===== config.mk =====
export PLATFORM = sky130hd
export DESIGN_NAME = modbus_tcp_register_server_unit_flat
export DESIGN_NICKNAME = d
export VERILOG_FILES = /design/src/hdl/mbtrs_pkg.sv /design/src/hdl/mbtrs_ifs.sv /design/src/hdl/mbtrs_front.sv /design/src/hdl/mbtrs_queue.sv /design/src/hdl/mbtrs_back.sv /design/src/hdl/modbus_tcp_register_server_unit.sv /design/src/flat_wrapper.sv
export SDC_FILE = /design/constraint.sdc
export NUM_CORES = 2
export LEC_CHECK = 0
export BUFFER_PORTS_ARGS = -buffer_cell sky130_fd_sc_hd__buf_2
export CORE_ASPECT_RATIO = 1.25
export CORE_MARGIN = 5
export CORE_UTILIZATION = 57
export DETAILED_ROUTE_END_ITERATION = 10
export PLACE_DENSITY_LB_ADDON = 0.25
export SYNTH_ARGS = -nofsm -noshare
export SYNTH_HDL_FRONTEND = slang
export SYNTH_SLANG_ARGS = --single-unit

===== constraint.sdc =====
create_clock -name clk -period 14.9 [get_ports clk]
set_input_delay 1.49 -clock clk [delete_from_list [all_inputs] [get_ports clk]]
set_output_delay 1.49 -clock clk [all_outputs]
set_load 0.05 [all_outputs]

===== src/hdl/mbtrs_pkg.sv =====
// Package: shared constants, codes and types of the Modbus TCP register server.
`default_nettype none
package mbtrs_pkg;

	localparam int BANK_WORDS_DEF   = 128;
	localparam int SERIAL_WORDS_DEF = 7;
	localparam int FRAME_BYTES_DEF  = 256;
	localparam int QUEUE_DEPTH      = 4;
	localparam int HEAD_BYTES       = 13;
	localparam int RESP_HEAD_BYTES  = 12;
	localparam int MAX_COUNT        = 125;

	localparam logic [1:0] MODE_BYTE   = 2'd0;
	localparam logic [1:0] MODE_UPDATE = 2'd1;
	localparam logic [1:0] MODE_OPEN   = 2'd2;

	localparam logic CFG_PHASE  = 1'b0;
	localparam logic CFG_SERIAL = 1'b1;

	localparam logic [7:0] FC_READ_HOLD   = 8'h03;
	localparam logic [7:0] FC_READ_INPUT  = 8'h04;
	localparam logic [7:0] FC_WRITE_ONE   = 8'h06;
	localparam logic [7:0] FC_WRITE_MULTI = 8'h10;
	localparam logic [7:0] EXC_FLAG       = 8'h80;
	localparam logic [7:0] EXC_FUNCTION   = 8'h01;
	localparam logic [7:0] EXC_VALUE      = 8'h03;

	localparam logic [15:0] ADDR_VER_A  = 16'h0302;
	localparam logic [15:0] ADDR_VER_B  = 16'h0304;
	localparam logic [15:0] VER_WORD    = 16'h0100;
	localparam logic [15:0] ADDR_PHASE  = 16'h1002;
	localparam logic [15:0] ADDR_ID_A   = 16'ha000;
	localparam logic [15:0] ID_A_WORD   = 16'd7;
	localparam logic [15:0] ADDR_ID_B   = 16'ha100;
	localparam logic [15:0] ID_B_WORD   = 16'd2;
	localparam logic [15:0] SERIAL_BASE_RST = 16'd20480;

	typedef enum logic [1:0] {
		CMD_UPDATE,
		CMD_CLOSE,
		CMD_FRAME
	} cmd_kind_t;

	typedef struct packed {
		cmd_kind_t   kind;
		logic [15:0] tid;
		logic [7:0]  unit;
		logic [7:0]  fc;
		logic [15:0] w0;
		logic [15:0] w1;
		logic        short12;
		logic        short13;
	} cmd_t;

	typedef struct packed {
		logic full;
		logic empty;
	} queue_stat_t;

	typedef enum logic [2:0] {
		B_CLEAR,
		B_IDLE,
		B_HDR,
		B_READ,
		B_MAP,
		B_HI,
		B_LO
	} back_state_t;

endpackage
`default_nettype wire


===== src/hdl/mbtrs_ifs.sv =====
// Interfaces: input, output and configuration channels.
`default_nettype none
interface mbtrs_in_if;
	logic        valid;
	logic        ready;
	logic [1:0]  mode;
	logic [7:0]  rx_byte;
	logic [15:0] reg_address;
	logic [15:0] reg_value;
	modport source (output valid, mode, rx_byte, reg_address, reg_value, input ready);
	modport sink (input valid, mode, rx_byte, reg_address, reg_value, output ready);
endinterface

interface mbtrs_out_if;
	logic        valid;
	logic        ready;
	logic [63:0] tx_bytes;
	logic [3:0]  tx_count;
	logic        tx_last;
	logic        close_link;
	modport source (output valid, tx_bytes, tx_count, tx_last, close_link, input ready);
	modport sink (input valid, tx_bytes, tx_count, tx_last, close_link, output ready);
endinterface

interface mbtrs_cfg_if;
	logic        valid;
	logic        ready;
	logic        addr;
	logic [15:0] data;
	modport source (output valid, addr, data, input ready);
	modport sink (input valid, addr, data, output ready);
endinterface
`default_nettype wire


===== src/hdl/mbtrs_front.sv =====
// Front end: frame assembly, header check and command issue.
`default_nettype none
module mbtrs_front #(
	parameter int FRAME_BYTES = mbtrs_pkg::FRAME_BYTES_DEF
) (
	input  wire logic                 clk,
	input  wire logic                 arst_n,
	mbtrs_in_if.sink                  in_ch,
	input  wire logic                 hold,
	input  wire mbtrs_pkg::queue_stat_t qstat,
	output logic                      push,
	output mbtrs_pkg::cmd_t           cmd
);
	localparam int FILL_W = $clog2(FRAME_BYTES + 1);

	logic [FILL_W-1:0] fill_q, total_q, fill_n;
	logic              open_q;
	logic [7:0]        head_q [mbtrs_pkg::HEAD_BYTES];
	logic [7:0]        head_n [mbtrs_pkg::HEAD_BYTES];
	logic              acc, is_byte, is_upd, hdr_chk, done, bad;
	logic [15:0]       proto, plen;
	logic [16:0]       sum;

	assign in_ch.ready = !hold && !qstat.full;
	assign acc = in_ch.valid && in_ch.ready;
	assign is_byte = acc && (in_ch.mode == mbtrs_pkg::MODE_BYTE) && open_q;
	assign is_upd = acc && (in_ch.mode == mbtrs_pkg::MODE_UPDATE);

	always_comb begin
		head_n = head_q;
		if (fill_q < FILL_W'(mbtrs_pkg::HEAD_BYTES)) begin
			head_n[fill_q[3:0]] = in_ch.rx_byte;
		end
	end

	assign fill_n = fill_q + FILL_W'(1);
	assign proto = {head_n[2], head_n[3]};
	assign plen = {head_n[4], head_n[5]};
	assign sum = 17'd6 + {1'b0, plen};
	assign bad = (proto != 16'd0) || (plen < 16'd2) || (sum > 17'(FRAME_BYTES));
	assign hdr_chk = (fill_n == FILL_W'(6));
	assign done = (fill_n > FILL_W'(6)) && (fill_n >= total_q);

	assign push = is_upd || (is_byte && (hdr_chk ? bad : done));

	always_comb begin
		cmd.kind = is_upd ? mbtrs_pkg::CMD_UPDATE
			: (hdr_chk ? mbtrs_pkg::CMD_CLOSE : mbtrs_pkg::CMD_FRAME);
		cmd.tid = {head_n[0], head_n[1]};
		cmd.unit = head_n[6];
		cmd.fc = head_n[7];
		cmd.w0 = is_upd ? in_ch.reg_address : {head_n[8], head_n[9]};
		cmd.w1 = is_upd ? in_ch.reg_value : {head_n[10], head_n[11]};
		cmd.short12 = total_q < FILL_W'(12);
		cmd.short13 = total_q < FILL_W'(13);
	end

	always_ff @(posedge clk) begin
		if (is_byte) begin
			head_q <= head_n;
		end
	end

	always_ff @(posedge clk or negedge arst_n) begin
		if (!arst_n) begin
			fill_q <= '0;
			total_q <= '0;
			open_q <= 1'b0;
		end else if (acc && in_ch.mode == mbtrs_pkg::MODE_OPEN) begin
			fill_q <= '0;
			total_q <= '0;
			open_q <= 1'b1;
		end else if (is_byte) begin
			if (hdr_chk && bad) begin
				fill_q <= '0;
				total_q <= '0;
				open_q <= 1'b0;
			end else if (hdr_chk) begin
				fill_q <= fill_n;
				total_q <= sum[FILL_W-1:0];
			end else if (done) begin
				fill_q <= '0;
				total_q <= '0;
			end else begin
				fill_q <= fill_n;
			end
		end
	end
endmodule
`default_nettype wire


===== src/hdl/mbtrs_queue.sv =====
// Command queue between front end and back end.
`default_nettype none
module mbtrs_queue #(
	parameter int DEPTH = mbtrs_pkg::QUEUE_DEPTH
) (
	input  wire logic                  clk,
	input  wire logic                  arst_n,
	input  wire logic                  push,
	input  wire mbtrs_pkg::cmd_t       wdata,
	input  wire logic                  pop,
	output mbtrs_pkg::cmd_t            rdata,
	output mbtrs_pkg::queue_stat_t     stat
);
	localparam int PW = (DEPTH > 1) ? $clog2(DEPTH) : 1;

	mbtrs_pkg::cmd_t mem_q [DEPTH];
	logic [PW-1:0]   wp_q, rp_q;
	logic [PW:0]     cnt_q;

	assign stat.full = (cnt_q == (PW+1)'(DEPTH));
	assign stat.empty = (cnt_q == '0);
	assign rdata = mem_q[rp_q];

	always_ff @(posedge clk) begin
		if (push) begin
			mem_q[wp_q] <= wdata;
		end
	end

	always_ff @(posedge clk or negedge arst_n) begin
		if (!arst_n) begin
			wp_q <= '0;
			rp_q <= '0;
			cnt_q <= '0;
		end else begin
			if (push) begin
				wp_q <= (wp_q == PW'(DEPTH - 1)) ? '0 : wp_q + PW'(1);
			end
			if (pop) begin
				rp_q <= (rp_q == PW'(DEPTH - 1)) ? '0 : rp_q + PW'(1);
			end
			cnt_q <= cnt_q + (PW+1)'(push) - (PW+1)'(pop);
		end
	end

`ifndef NO_ASSERTIONS
	a_no_overflow: assert property (@(posedge clk) disable iff (!arst_n)
		!(push && stat.full && !pop)) else $error("queue overflow");
	a_no_underflow: assert property (@(posedge clk) disable iff (!arst_n)
		pop |-> !stat.empty) else $error("queue underflow");
`endif
endmodule
`default_nettype wire


===== src/hdl/mbtrs_back.sv =====
// Back end: register map, response builder and output packing.
`default_nettype none
module mbtrs_back #(
	parameter int BANK_WORDS   = mbtrs_pkg::BANK_WORDS_DEF,
	parameter int SERIAL_WORDS = mbtrs_pkg::SERIAL_WORDS_DEF
) (
	input  wire logic                   clk,
	input  wire logic                   arst_n,
	input  wire mbtrs_pkg::queue_stat_t qstat,
	input  wire mbtrs_pkg::cmd_t        cmd,
	output logic                        pop,
	output logic                        clr_busy,
	input  wire logic [1:0]             phase,
	input  wire logic [15:0]            serial_base,
	mbtrs_out_if.source                 out_ch
);
	localparam int BIDX_W = $clog2(BANK_WORDS);
	localparam int SIDX_W = (SERIAL_WORDS > 1) ? $clog2(SERIAL_WORDS) : 1;
	localparam int RH = mbtrs_pkg::RESP_HEAD_BYTES;

	mbtrs_pkg::back_state_t state_q, state_n;

	logic [15:0]       bank_mem [BANK_WORDS];
	logic [15:0]       bank_q;
	logic [BIDX_W-1:0] clr_q;
	logic [15:0]       serial_q [SERIAL_WORDS];

	logic [7:0]  hdr_q [RH];
	logic [7:0]  h [RH];
	logic [3:0]  hdr_len_q, hlen;
	logic [3:0]  p_q;
	logic [6:0]  words_q, nwords;
	logic [15:0] addr_q, word_q, mapv;

	logic [63:0] acc_q, acc_new;
	logic [3:0]  accn_q, n1;
	logic        out_v_q, out_last_q, out_close_q;
	logic [63:0] out_data_q;
	logic [3:0]  out_count_q;

	logic        can_push, emit, elast, push_close, load, upd;
	logic [7:0]  eb;
	logic        rd, wr, rd_bad;
	logic [15:0] udiff, mdiff;
	logic        u_in_bank, u_in_ser, m_in_ser;

	assign can_push = !out_v_q || out_ch.ready;
	assign clr_busy = (state_q == mbtrs_pkg::B_CLEAR);

	always_comb begin
		state_n = state_q;
		pop = 1'b0;
		emit = 1'b0;
		eb = 8'd0;
		elast = 1'b0;
		push_close = 1'b0;
		load = 1'b0;
		upd = 1'b0;
		case (state_q)
			mbtrs_pkg::B_CLEAR: begin
				if (clr_q == BIDX_W'(BANK_WORDS - 1)) state_n = mbtrs_pkg::B_IDLE;
			end
			mbtrs_pkg::B_IDLE: begin
				if (!qstat.empty) begin
					case (cmd.kind)
						mbtrs_pkg::CMD_UPDATE: begin
							pop = 1'b1;
							upd = 1'b1;
						end
						mbtrs_pkg::CMD_CLOSE: begin
							if (can_push) begin
								pop = 1'b1;
								push_close = 1'b1;
							end
						end
						mbtrs_pkg::CMD_FRAME: begin
							pop = 1'b1;
							load = 1'b1;
							state_n = mbtrs_pkg::B_HDR;
						end
						default: pop = 1'b1;
					endcase
				end
			end
			mbtrs_pkg::B_HDR: begin
				if (can_push) begin
					emit = 1'b1;
					eb = hdr_q[p_q];
					if (p_q == hdr_len_q - 4'd1) begin
						elast = (words_q == 7'd0);
						state_n = (words_q != 7'd0) ? mbtrs_pkg::B_READ : mbtrs_pkg::B_IDLE;
					end
				end
			end
			mbtrs_pkg::B_READ: state_n = mbtrs_pkg::B_MAP;
			mbtrs_pkg::B_MAP: state_n = mbtrs_pkg::B_HI;
			mbtrs_pkg::B_HI: begin
				if (can_push) begin
					emit = 1'b1;
					eb = word_q[15:8];
					state_n = mbtrs_pkg::B_LO;
				end
			end
			mbtrs_pkg::B_LO: begin
				if (can_push) begin
					emit = 1'b1;
					eb = word_q[7:0];
					elast = (words_q == 7'd1);
					state_n = (words_q == 7'd1) ? mbtrs_pkg::B_IDLE : mbtrs_pkg::B_READ;
				end
			end
			default: state_n = mbtrs_pkg::B_IDLE;
		endcase
	end

	always_ff @(posedge clk or negedge arst_n) begin
		if (!arst_n) state_q <= mbtrs_pkg::B_CLEAR;
		else state_q <= state_n;
	end

	// response header and PDU head
	always_comb begin
		rd = (cmd.fc == mbtrs_pkg::FC_READ_HOLD) || (cmd.fc == mbtrs_pkg::FC_READ_INPUT);
		wr = (cmd.fc == mbtrs_pkg::FC_WRITE_ONE) || (cmd.fc == mbtrs_pkg::FC_WRITE_MULTI);
		rd_bad = cmd.short12 || (cmd.w1 == 16'd0) || (cmd.w1 > 16'(mbtrs_pkg::MAX_COUNT));
		for (int i = 0; i < RH; i++) h[i] = 8'd0;
		h[0] = cmd.tid[15:8];
		h[1] = cmd.tid[7:0];
		h[6] = cmd.unit;
		h[5] = 8'd3;
		h[7] = cmd.fc | mbtrs_pkg::EXC_FLAG;
		h[8] = mbtrs_pkg::EXC_VALUE;
		hlen = 4'd9;
		nwords = 7'd0;
		if (rd) begin
			if (!rd_bad) begin
				h[5] = 8'd3 + {cmd.w1[6:0], 1'b0};
				h[7] = cmd.fc;
				h[8] = {cmd.w1[6:0], 1'b0};
				nwords = cmd.w1[6:0];
			end
		end else if (wr) begin
			if (!((cmd.fc == mbtrs_pkg::FC_WRITE_ONE) ? cmd.short12 : cmd.short13)) begin
				h[5] = 8'd6;
				h[7] = cmd.fc;
				h[8] = cmd.w0[15:8];
				h[9] = cmd.w0[7:0];
				h[10] = cmd.w1[15:8];
				h[11] = cmd.w1[7:0];
				hlen = 4'd12;
			end
		end else begin
			h[8] = mbtrs_pkg::EXC_FUNCTION;
		end
	end

	assign udiff = cmd.w0 - serial_base;
	assign u_in_bank = {1'b0, cmd.w0} < 17'(BANK_WORDS);
	assign u_in_ser = ({1'b0, cmd.w0} >= {1'b0, serial_base})
		&& ({1'b0, cmd.w0} < {1'b0, serial_base} + 17'(SERIAL_WORDS));

	assign mdiff = addr_q - serial_base;
	assign m_in_ser = ({1'b0, addr_q} >= {1'b0, serial_base})
		&& ({1'b0, addr_q} < {1'b0, serial_base} + 17'(SERIAL_WORDS));

	always_comb begin
		if ({1'b0, addr_q} < 17'(BANK_WORDS)) mapv = bank_q;
		else if (addr_q == mbtrs_pkg::ADDR_VER_A || addr_q == mbtrs_pkg::ADDR_VER_B)
			mapv = mbtrs_pkg::VER_WORD;
		else if (addr_q == mbtrs_pkg::ADDR_PHASE) mapv = {14'd0, phase};
		else if (addr_q == mbtrs_pkg::ADDR_ID_A) mapv = mbtrs_pkg::ID_A_WORD;
		else if (addr_q == mbtrs_pkg::ADDR_ID_B) mapv = mbtrs_pkg::ID_B_WORD;
		else if (m_in_ser) mapv = serial_q[mdiff[SIDX_W-1:0]];
		else mapv = 16'd0;
	end

	always_ff @(posedge clk) begin
		if (state_q == mbtrs_pkg::B_CLEAR) bank_mem[clr_q] <= 16'd0;
		else if (upd && u_in_bank) bank_mem[cmd.w0[BIDX_W-1:0]] <= cmd.w1;
		bank_q <= bank_mem[addr_q[BIDX_W-1:0]];
	end

	always_ff @(posedge clk or negedge arst_n) begin
		if (!arst_n) begin
			clr_q <= '0;
			for (int i = 0; i < SERIAL_WORDS; i++) serial_q[i] <= 16'd0;
		end else begin
			if (state_q == mbtrs_pkg::B_CLEAR) clr_q <= clr_q + BIDX_W'(1);
			if (upd && u_in_ser) serial_q[udiff[SIDX_W-1:0]] <= cmd.w1;
		end
	end

	always_ff @(posedge clk) begin
		if (load) begin
			hdr_q <= h;
			hdr_len_q <= hlen;
			words_q <= nwords;
			addr_q <= cmd.w0;
			p_q <= 4'd0;
		end else begin
			if (state_q == mbtrs_pkg::B_HDR && emit) p_q <= p_q + 4'd1;
			if (state_q == mbtrs_pkg::B_MAP) word_q <= mapv;
			if (state_q == mbtrs_pkg::B_LO && emit) begin
				words_q <= words_q - 7'd1;
				addr_q <= addr_q + 16'd1;
			end
		end
	end

	// byte lane insert into the packing word
	always_comb begin
		for (int i = 0; i < 8; i++) begin
			if (accn_q[2:0] == 3'(i)) acc_new[63-8*i -: 8] = eb;
			else if (accn_q[2:0] < 3'(i)) acc_new[63-8*i -: 8] = 8'd0;
			else acc_new[63-8*i -: 8] = acc_q[63-8*i -: 8];
		end
	end
	assign n1 = accn_q + 4'd1;

	always_ff @(posedge clk) begin
		if (emit) begin
			if (n1 == 4'd8 || elast) begin
				out_data_q <= acc_new;
				out_count_q <= n1;
				out_last_q <= elast;
				out_close_q <= 1'b0;
			end else begin
				acc_q <= acc_new;
			end
		end else if (push_close) begin
			out_data_q <= 64'd0;
			out_count_q <= 4'd0;
			out_last_q <= 1'b1;
			out_close_q <= 1'b1;
		end
	end

	always_ff @(posedge clk or negedge arst_n) begin
		if (!arst_n) begin
			out_v_q <= 1'b0;
			accn_q <= 4'd0;
		end else begin
			if (emit) begin
				if (n1 == 4'd8 || elast) begin
					out_v_q <= 1'b1;
					accn_q <= 4'd0;
				end else begin
					accn_q <= n1;
					if (out_ch.ready) out_v_q <= 1'b0;
				end
			end else if (push_close) begin
				out_v_q <= 1'b1;
			end else if (out_ch.ready) begin
				out_v_q <= 1'b0;
			end
		end
	end

	assign out_ch.valid = out_v_q;
	assign out_ch.tx_bytes = out_data_q;
	assign out_ch.tx_count = out_count_q;
	assign out_ch.tx_last = out_last_q;
	assign out_ch.close_link = out_close_q;

`ifndef NO_ASSERTIONS
	a_close_shape: assert property (@(posedge clk) disable iff (!arst_n)
		(out_v_q && out_close_q) |-> (out_count_q == 4'd0 && out_last_q))
		else $error("close transfer malformed");
	a_no_pop_clear: assert property (@(posedge clk) disable iff (!arst_n)
		(state_q == mbtrs_pkg::B_CLEAR) |-> !pop)
		else $error("command taken during bank clear");
	a_last_word: assert property (@(posedge clk) disable iff (!arst_n)
		(state_q == mbtrs_pkg::B_LO && emit && words_q == 7'd1) |=> (out_v_q && out_last_q))
		else $error("final read word did not end the response");
`endif
endmodule
`default_nettype wire


===== src/hdl/modbus_tcp_register_server_unit.sv =====
// Top level: Modbus TCP register server for one connection.
// Request bytes are taken one per cycle while the queue has room and the bank is not
// being cleared, and are framed by the front end; each complete frame, header failure or
// bank update becomes a command in a four-entry queue that the back end executes. A
// response leaves as transfers of up to 8 bytes: header bytes go out one per cycle while
// the output is not stalled, and each read word goes through a bank read, a map select
// and a step for each of its two bytes. After reset the register bank is cleared, during
// which no input transfer is taken; configuration writes are taken at any time.
`default_nettype none
module modbus_tcp_register_server_unit #(
	parameter int BANK_WORDS   = mbtrs_pkg::BANK_WORDS_DEF,
	parameter int SERIAL_WORDS = mbtrs_pkg::SERIAL_WORDS_DEF,
	parameter int FRAME_BYTES  = mbtrs_pkg::FRAME_BYTES_DEF
) (
	input wire logic   clk,
	input wire logic   arst_n,
	mbtrs_in_if.sink   in_ch,
	mbtrs_out_if.source out_ch,
	mbtrs_cfg_if.sink  cfg
);
	logic [1:0]  phase_q;
	logic [15:0] serial_base_q;

	mbtrs_pkg::queue_stat_t qstat;
	mbtrs_pkg::cmd_t        push_cmd, head_cmd;
	logic                   push, pop, clr_busy;

	assign cfg.ready = 1'b1;

	always_ff @(posedge clk or negedge arst_n) begin
		if (!arst_n) begin
			phase_q <= 2'd0;
			serial_base_q <= mbtrs_pkg::SERIAL_BASE_RST;
		end else if (cfg.valid) begin
			case (cfg.addr)
				mbtrs_pkg::CFG_PHASE: phase_q <= cfg.data[1:0];
				mbtrs_pkg::CFG_SERIAL: serial_base_q <= cfg.data;
				default: ;
			endcase
		end
	end

	mbtrs_front #(.FRAME_BYTES(FRAME_BYTES)) u_front (
		.clk(clk), .arst_n(arst_n), .in_ch(in_ch), .hold(clr_busy),
		.qstat(qstat), .push(push), .cmd(push_cmd)
	);

	mbtrs_queue #(.DEPTH(mbtrs_pkg::QUEUE_DEPTH)) u_queue (
		.clk(clk), .arst_n(arst_n), .push(push), .wdata(push_cmd),
		.pop(pop), .rdata(head_cmd), .stat(qstat)
	);

	mbtrs_back #(.BANK_WORDS(BANK_WORDS), .SERIAL_WORDS(SERIAL_WORDS)) u_back (
		.clk(clk), .arst_n(arst_n), .qstat(qstat), .cmd(head_cmd), .pop(pop),
		.clr_busy(clr_busy), .phase(phase_q), .serial_base(serial_base_q), .out_ch(out_ch)
	);
endmodule
`default_nettype wire


===== src/flat_wrapper.sv =====
// flat-port wrapper written by rule: the top's interface ports become plain ports
module modbus_tcp_register_server_unit_flat 
#(
	parameter int BANK_WORDS   = mbtrs_pkg::BANK_WORDS_DEF,
	parameter int SERIAL_WORDS = mbtrs_pkg::SERIAL_WORDS_DEF,
	parameter int FRAME_BYTES  = mbtrs_pkg::FRAME_BYTES_DEF
)
  (clk, arst_n, in_ch_valid, in_ch_mode, in_ch_rx_byte, in_ch_reg_address, in_ch_reg_value, in_ch_ready, out_ch_valid, out_ch_tx_bytes, out_ch_tx_count, out_ch_tx_last, out_ch_close_link, out_ch_ready, cfg_valid, cfg_addr, cfg_data, cfg_ready);
  mbtrs_in_if in_ch_i ();
  mbtrs_out_if out_ch_i ();
  mbtrs_cfg_if cfg_i ();
  input wire logic clk;
  input wire logic arst_n;
  input wire logic [$bits(in_ch_i.valid)-1:0] in_ch_valid;
  input wire logic [$bits(in_ch_i.mode)-1:0] in_ch_mode;
  input wire logic [$bits(in_ch_i.rx_byte)-1:0] in_ch_rx_byte;
  input wire logic [$bits(in_ch_i.reg_address)-1:0] in_ch_reg_address;
  input wire logic [$bits(in_ch_i.reg_value)-1:0] in_ch_reg_value;
  output wire logic [$bits(in_ch_i.ready)-1:0] in_ch_ready;
  output wire logic [$bits(out_ch_i.valid)-1:0] out_ch_valid;
  output wire logic [$bits(out_ch_i.tx_bytes)-1:0] out_ch_tx_bytes;
  output wire logic [$bits(out_ch_i.tx_count)-1:0] out_ch_tx_count;
  output wire logic [$bits(out_ch_i.tx_last)-1:0] out_ch_tx_last;
  output wire logic [$bits(out_ch_i.close_link)-1:0] out_ch_close_link;
  input wire logic [$bits(out_ch_i.ready)-1:0] out_ch_ready;
  input wire logic [$bits(cfg_i.valid)-1:0] cfg_valid;
  input wire logic [$bits(cfg_i.addr)-1:0] cfg_addr;
  input wire logic [$bits(cfg_i.data)-1:0] cfg_data;
  output wire logic [$bits(cfg_i.ready)-1:0] cfg_ready;
  assign in_ch_i.valid = in_ch_valid;
  assign in_ch_i.mode = in_ch_mode;
  assign in_ch_i.rx_byte = in_ch_rx_byte;
  assign in_ch_i.reg_address = in_ch_reg_address;
  assign in_ch_i.reg_value = in_ch_reg_value;
  assign in_ch_ready = in_ch_i.ready;
  assign out_ch_valid = out_ch_i.valid;
  assign out_ch_tx_bytes = out_ch_i.tx_bytes;
  assign out_ch_tx_count = out_ch_i.tx_count;
  assign out_ch_tx_last = out_ch_i.tx_last;
  assign out_ch_close_link = out_ch_i.close_link;
  assign out_ch_i.ready = out_ch_ready;
  assign cfg_i.valid = cfg_valid;
  assign cfg_i.addr = cfg_addr;
  assign cfg_i.data = cfg_data;
  assign cfg_ready = cfg_i.ready;
  modbus_tcp_register_server_unit #(.BANK_WORDS(BANK_WORDS), .SERIAL_WORDS(SERIAL_WORDS), .FRAME_BYTES(FRAME_BYTES)) u_core (.clk(clk), .arst_n(arst_n), .in_ch(in_ch_i), .out_ch(out_ch_i), .cfg(cfg_i));
endmodule

Word level (Yosys, flattened, before mapping)

Memories as Yosys holds them, arrays and structs flattened. A register that Yosys moved wholly into a read port is not among the register bits.
Index checks and enable logic that the tools add are counted.

Memory bits (writable): 2320
Memories: 2
Bits of input ports: 64
Bits in registers: 528
Output and inout bits: 73
Logic and storage cells: 334

Memory list:

| name                   | depth | bits a word | rd ports | clocked after Yosys merged registers in | write ports | line              | source |
|---|---|---|---|---|---|---|---|
| u_core.u_back.bank_mem | 128   | 16          | 1        | 1                                       | 1           | mbtrs_back.sv:23  | `logic [15:0] bank_mem [BANK_WORDS];` |
| u_core.u_queue.mem_q   | 4     | 68          | 1        | 0                                       | 1           | mbtrs_queue.sv:16 | `mbtrs_pkg::cmd_t mem_q [DEPTH];` |

Multiplexer cells: 130
Add/sub/neg operators: 16
Bitwise gates (word level): 8
Reductions and logical operators: 57
Eq/ne operators: 42
$lt $le $gt $ge: 28

Operators by type and width:

| operator                                                     | number |
|---|---|
| 2-to-1 mux 16 bit                                            | 16 |
| 2-to-1 mux 8 bit                                             | 26 |
| 2-to-1 mux 64 bit                                            | 3 |
| bitwise mux 112 bit                                          | 1 |
| bitwise mux 104 bit                                          | 1 |
| 2-to-1 mux 104 bit                                           | 1 |
| 2-to-1 mux 9 bit                                             | 10 |
| binary-select mux 16 bit (select 3 bit)                      | 1 |
| demux 16 bit (select 3 bit)                                  | 1 |
| 2-to-1 mux 40 bit                                            | 1 |
| 2-to-1 mux 1 bit                                             | 39 |
| 2-to-1 mux 7 bit                                             | 5 |
| less-than comparator 16 x 17 -> 1 bit                        | 2 |
| binary-select mux 8 bit (select 4 bit)                       | 1 |
| demux 8 bit (select 4 bit)                                   | 1 |
| == test 16 x 10 -> 1 bit (second input constant)             | 2 |
| == test 16 bit (second input constant)                       | 2 |
| >= comparator 16 bit                                         | 2 |
| less-than comparator 16 x 8 -> 1 bit (second input constant) | 2 |
| 2-to-1 mux 3 bit                                             | 10 |
| less-than comparator 9 x 4 -> 1 bit (second input constant)  | 3 |
| == test 3 bit (second input constant)                        | 8 |
| one-hot mux 8 bit (3 select lines)                           | 1 |
| one-hot mux 3 bit (7 select lines)                           | 1 |
| other kinds (62)                                             | 141 |

Longest topological paths before layout

Depth in word-level cells: 15
Mapped depth: 19
Depth with buffers taken out: 17

Cells and area by module

A second synthesis with hierarchy kept.

Cells, all modules: 5865
Area total of the unflattened synthesis: 115978.7 µm²

Modules (own cells, without submodules):

| module                          | times used | area each (µm²) | sequential area each (µm²) | cells each |
|---|---|---|---|---|
| mbtrs_back                      | 1          | 98030.3         | 72464.5                    | 4846 |
| mbtrs_queue                     | 1          | 10304.9         | 8343.0                     | 392 |
| mbtrs_front                     | 1          | 6915.4          | 3358.2                     | 586 |
| modbus_tcp_register_server_unit | 1          | 728.2           | 452.9                      | 41 |

Worst setup path before layout

OpenSTA, ideal clock, no wires.

Kind: register -> register
Start point: register u_core.u_back.state_q[0]
End point: memory u_core.u_queue.mem_q[0][0] (netlist name), enable pin
Setup slack: -1.357 ns
Setup time: 0.433 ns
Period minus slack after synthesis: 16.257 ns
Cell stages (with the launch flop): 9
Required time: 14.467 ns
Arrival time: 15.823 ns
Path buffers: 1
Path through: dfrtp_1 clkbuf_1 nor3_1 a21oi_1 nand2_1 nor4b_1 o21ai_0 o21ai_2 and2_1

Word-level cells in the longest chain between the ends: 10
Elaborated cells between the ends (all ways): 11
Those cells by class: mux (2); reduce/logical (9)

RTL lines:

| what                                   | line               | source |
|---|---|---|
| start: declaration                     | mbtrs_back.sv:21   | `mbtrs_pkg::back_state_t state_q, state_n;` |
| start signal: assignment               | mbtrs_back.sv:117  | `if (!arst_n) state_q <= mbtrs_pkg::B_CLEAR;` |
| start signal: assignment               | mbtrs_back.sv:118  | `else state_q <= state_n;` |
| logical NOT 3 bit                      | mbtrs_back.sv:48   | `assign clr_busy = (state_q == mbtrs_pkg::B_CLEAR);` |
| logical NOT 1 bit                      | mbtrs_front.sv:24  | `assign in_ch.ready = !hold && !qstat.full;` |
| logical AND 1 bit                      | mbtrs_front.sv:24  |  |
| named net in_ch_ready                  | flat_wrapper.sv:19 | `output wire logic [$bits(in_ch_i.ready)-1:0] in_ch_ready;` |
| logical AND 1 bit                      | mbtrs_front.sv:25  | `assign acc = in_ch.valid && in_ch.ready;` |
| logical AND 1 bit (2 in series)        | mbtrs_front.sv:26  | `assign is_byte = acc && (in_ch.mode == mbtrs_pkg::MODE_BYTE) && open_q;` |
| named net u_core.u_front.is_byte       | mbtrs_front.sv:20  | `logic acc, is_byte, is_upd, hdr_chk, done, bad;` |
| logical AND 1 bit                      | mbtrs_front.sv:44  | `assign push = is_upd \|\| (is_byte && (hdr_chk ? bad : done));` |
| logical OR 1 bit                       | mbtrs_front.sv:44  |  |
| 2-to-1 mux 1 bit                       | mbtrs_queue.sv:25  | `if (push) begin` |
| 2-to-1 mux 1 bit (implied by the code) | mbtrs_queue.sv:26  | `mem_q[wp_q] <= wdata;` |
| end: declaration                       | mbtrs_queue.sv:16  |  |

The timed path passes the listed nets, and every way through them passes these cells.

==> out/results.ini <==
[cts]
clk_pin_slew_ns=0.06
hold_buffers=0
cts_resized=0
clockRootBuffer=clkbuf_16
tritoncts=done
clk_latency_ns=0.93
clock_path_buffers=4
numCtsBuffers=286
cts.htree.levels=5
post-cts-setup-buffer-count=0
cts_sinks=2853

[routing]
vias_per_cell=6.49
vias=58400
drc_errors=0
detail-route-antenna-nets=0
drt_pass1_iterations=6
wl_per_cell_um=30.9
routed_wl_um=278000
drt_iter0_markers=6679

[sta]
setup_tns_ns=0
worst_pin_slew_ns=1.37
slew_viol_final=0
post-route-period-util_pct=40.3
grt_setup_unrepaired=false
max_slew_margin_pct=8.46
fin_crit_ns=6.01
timing.fmax_mhz=166
final_hold_viol_count=0
finalClockSkew_ns=0.0517
setup_violations=0

[outcome]
status=finished clean

[setup_path]
cp_max_fo=44
cp.arrival_ns=6.77
rr_worst_depth=12
path_class=reg -> reg
required_ns=15.66
end_kind=flop
crit_path_start_kind=flop

[synth]
synth_top_family_by_area=multiplexers
yosys-mux-area-fraction_pct=17.1
ys_seq_area_share_pct=73.6
ys_warn_count=0
synth_xor_xnor_area_share_pct=0.510
synth_edf_count=2662
synthCells=5780
synth-simple-area-share_pct=3.52
synth_compound_area_share_pct=2.69
synthArstFlopShare_pct=5.99
synth-seq-cells=2853
synth_fa_ha_area_share_pct=1.17
syn-num-nets=5950
syn_area_per_cell_sq_um=19.9
synth-main-ff-cell=edfxtp_1
synthesis.area_sq_mm=0.115
synth_cell_types=90

[pwr]
ir_worst_vdd_v=0.000165
power_mw=20.7
leakagePower_nw=38.1
power.density_mw_per_mm2=161

[die]
core_area_sq_mm=0.201
fp.dieH_um=512
std_cell_rows=184
die_width_um=412
initial_core_util_pct=57.2
die_area_sq_mm=0.211
io-pin-count=137

[cells_and_area]
final_cell_mix=edfxtp_1 (2662), mux4_2 (726), clkbuf_16 (289)
final_cells=9009
nNetsFinal=6275
final_core_util_pct=63.9
nFillCells=13300
drive_above_1_share_pct=26.9
area_delta_synth_final_pct=11.7
postLayoutCellArea_sq_mm=0.128
final_common_cell=edfxtp_1

[placed_design]
globalplace.congestion=0.877
dp_hpwl_um=167000
placed_area_sq_mm=0.120
portBuffers=135
placedCellCount=8514

[global_routing]
grt_usage_pct=26.6
antenna_found_initial=6
grt-ovfl-total=0
grt_pass1_vias=58800
grt_max_degree=121
grt_pass1_wl_um=407000

[worst_hold_path]
hold-path-cell-count=2
hold_path.class=reg -> reg

[run]
cap_violations=0

## through the flow
step                      hold slack, ns  setup slack [ns]
after floorplan                    0.445              3.99
after detailed placement           0.465              8.73
final                              0.480              8.89
after global placement             0.459              8.75
after CTS                          0.478              8.70
after global routing               0.505              8.23
## worst max-delay path, cell delays in order (launching register included)
cell      delay, ns
dfrtp_4        0.96
buf_4          0.58
mux2_2         0.39
o21ai_0        0.66
inv_1          0.21
ha_1           0.34
o21a_1         0.10
o21ai_0        0.14
a21oi_1        0.12
o211ai_1       0.53
and2_0         0.39
and4b_1        0.94
mux2_2         0.42
## where the power goes
| group | switching (mW) | internal [mW] | total [mW] | leakage, nW |
|---|---|---|---|---|
| registers | 0.381 | 9.38 | 9.76 | 23.6 |
| logic | 2.63 | 1.43 | 4.05 | 10.2 |
| clock network | 2.88 | 3.97 | 6.85 | 4.28 |
| total | 5.89 | 14.8 | 20.7 | 38.1 |
## cells by family after synthesis
logic type / Yosys count
compound gates: 468
xor+xnor: 67
mux: 1024
fa+ha+maj: 106
simple gates: 872
other cells: 1
buf+inv: 389
flops: 2853
## area by class of cell
class / instances / area (sq um) / share of cell area (%)
Multi-Input combinational cell: 2538 / 29000 / 22.6
Clock inverter: 139 / 1270 / 0.993
Inverter: 81 / 304 / 0.237
Antenna cell: 6 / 15.0 / 0.0117
Sequential cell: 2853 / 84600 / 65.9
Clock buffer: 350 / 7490 / 5.84
Timing Repair Buffer: 345 / 2310 / 1.80
Tap cell: 2697 / 3370 / 2.63
## Yosys cell counts (all sizes together), types with 31 or more instances
| cell type | count | area (sq um) |
|---|---|---|
| a21oi | 51 | 259 |
| a22o | 50 | 438 |
| a22oi | 33 | 248 |
| and2 | 54 | 340 |
| buf | 136 | 669 |
| clkbuf | 172 | 646 |
| dfrtp | 169 | 4230 |
| edfxtp | 2662 | 79900 |
| ha | 103 | 1290 |
| inv | 80 | 300 |
| mux2 | 177 | 2000 |
| mux2i | 116 | 1160 |
| mux4 | 731 | 16500 |
| nand2 | 277 | 1040 |
| nand3 | 36 | 180 |
| nand4 | 31 | 194 |
| nor2 | 302 | 1130 |
| nor3 | 39 | 216 |
| o21ai | 189 | 972 |
| o31ai | 32 | 250 |
| xnor2 | 39 | 342 |
## registers in the layout (all words and copies together), names as in the netlist, 7 cells and up
register	cells
u_core.serial_base_q	16
u_core.u_back.acc_q	64
u_core.u_back.addr_q	16
u_core.u_back.bank_mem	2048
u_core.u_back.bank_q	16
u_core.u_back.clr_q	7
u_core.u_back.hdr_q	71
u_core.u_back.out_ch.tx_bytes	64
u_core.u_back.serial_q	112
u_core.u_back.word_q	16
u_core.u_back.words_q	7
u_core.u_front.fill_q	9
u_core.u_front.head_q	96
u_core.u_front.total_q	9
u_core.u_queue.mem_q	272
## worst paths after layout
| kind | from | slack (ns) | to |
|---|---|---|---|
| setup / recovery | u_core.u_queue.rp_q[0] | 8.89 | u_core.u_back.serial_q[81] |
| hold / removal | u_core.u_back.serial_q[101] | 0.48 | u_core.u_back.serial_q[101] |
| setup reg to reg | u_core.u_queue.rp_q[0] | 8.89 | u_core.u_back.serial_q[81] |
| hold reg to reg | u_core.u_back.serial_q[101] | 0.48 | u_core.u_back.serial_q[101] |
| max in group asynchronous | arst_n | 12.62 | u_core.u_back.serial_q[109] |
| min in group asynchronous | arst_n | 0.67 | u_core.u_back.accn_q[2] |
## layer usage
metal	track usage (%)	routed length [um]	vias up
li1	-	-	24200
met1	37.3	106000	30800
met2	42.5	136000	2971
met3	4.57	23500	505
met4	10.1	12000	6
met5	0	39	-
Power figures use the tool's default switching activity.
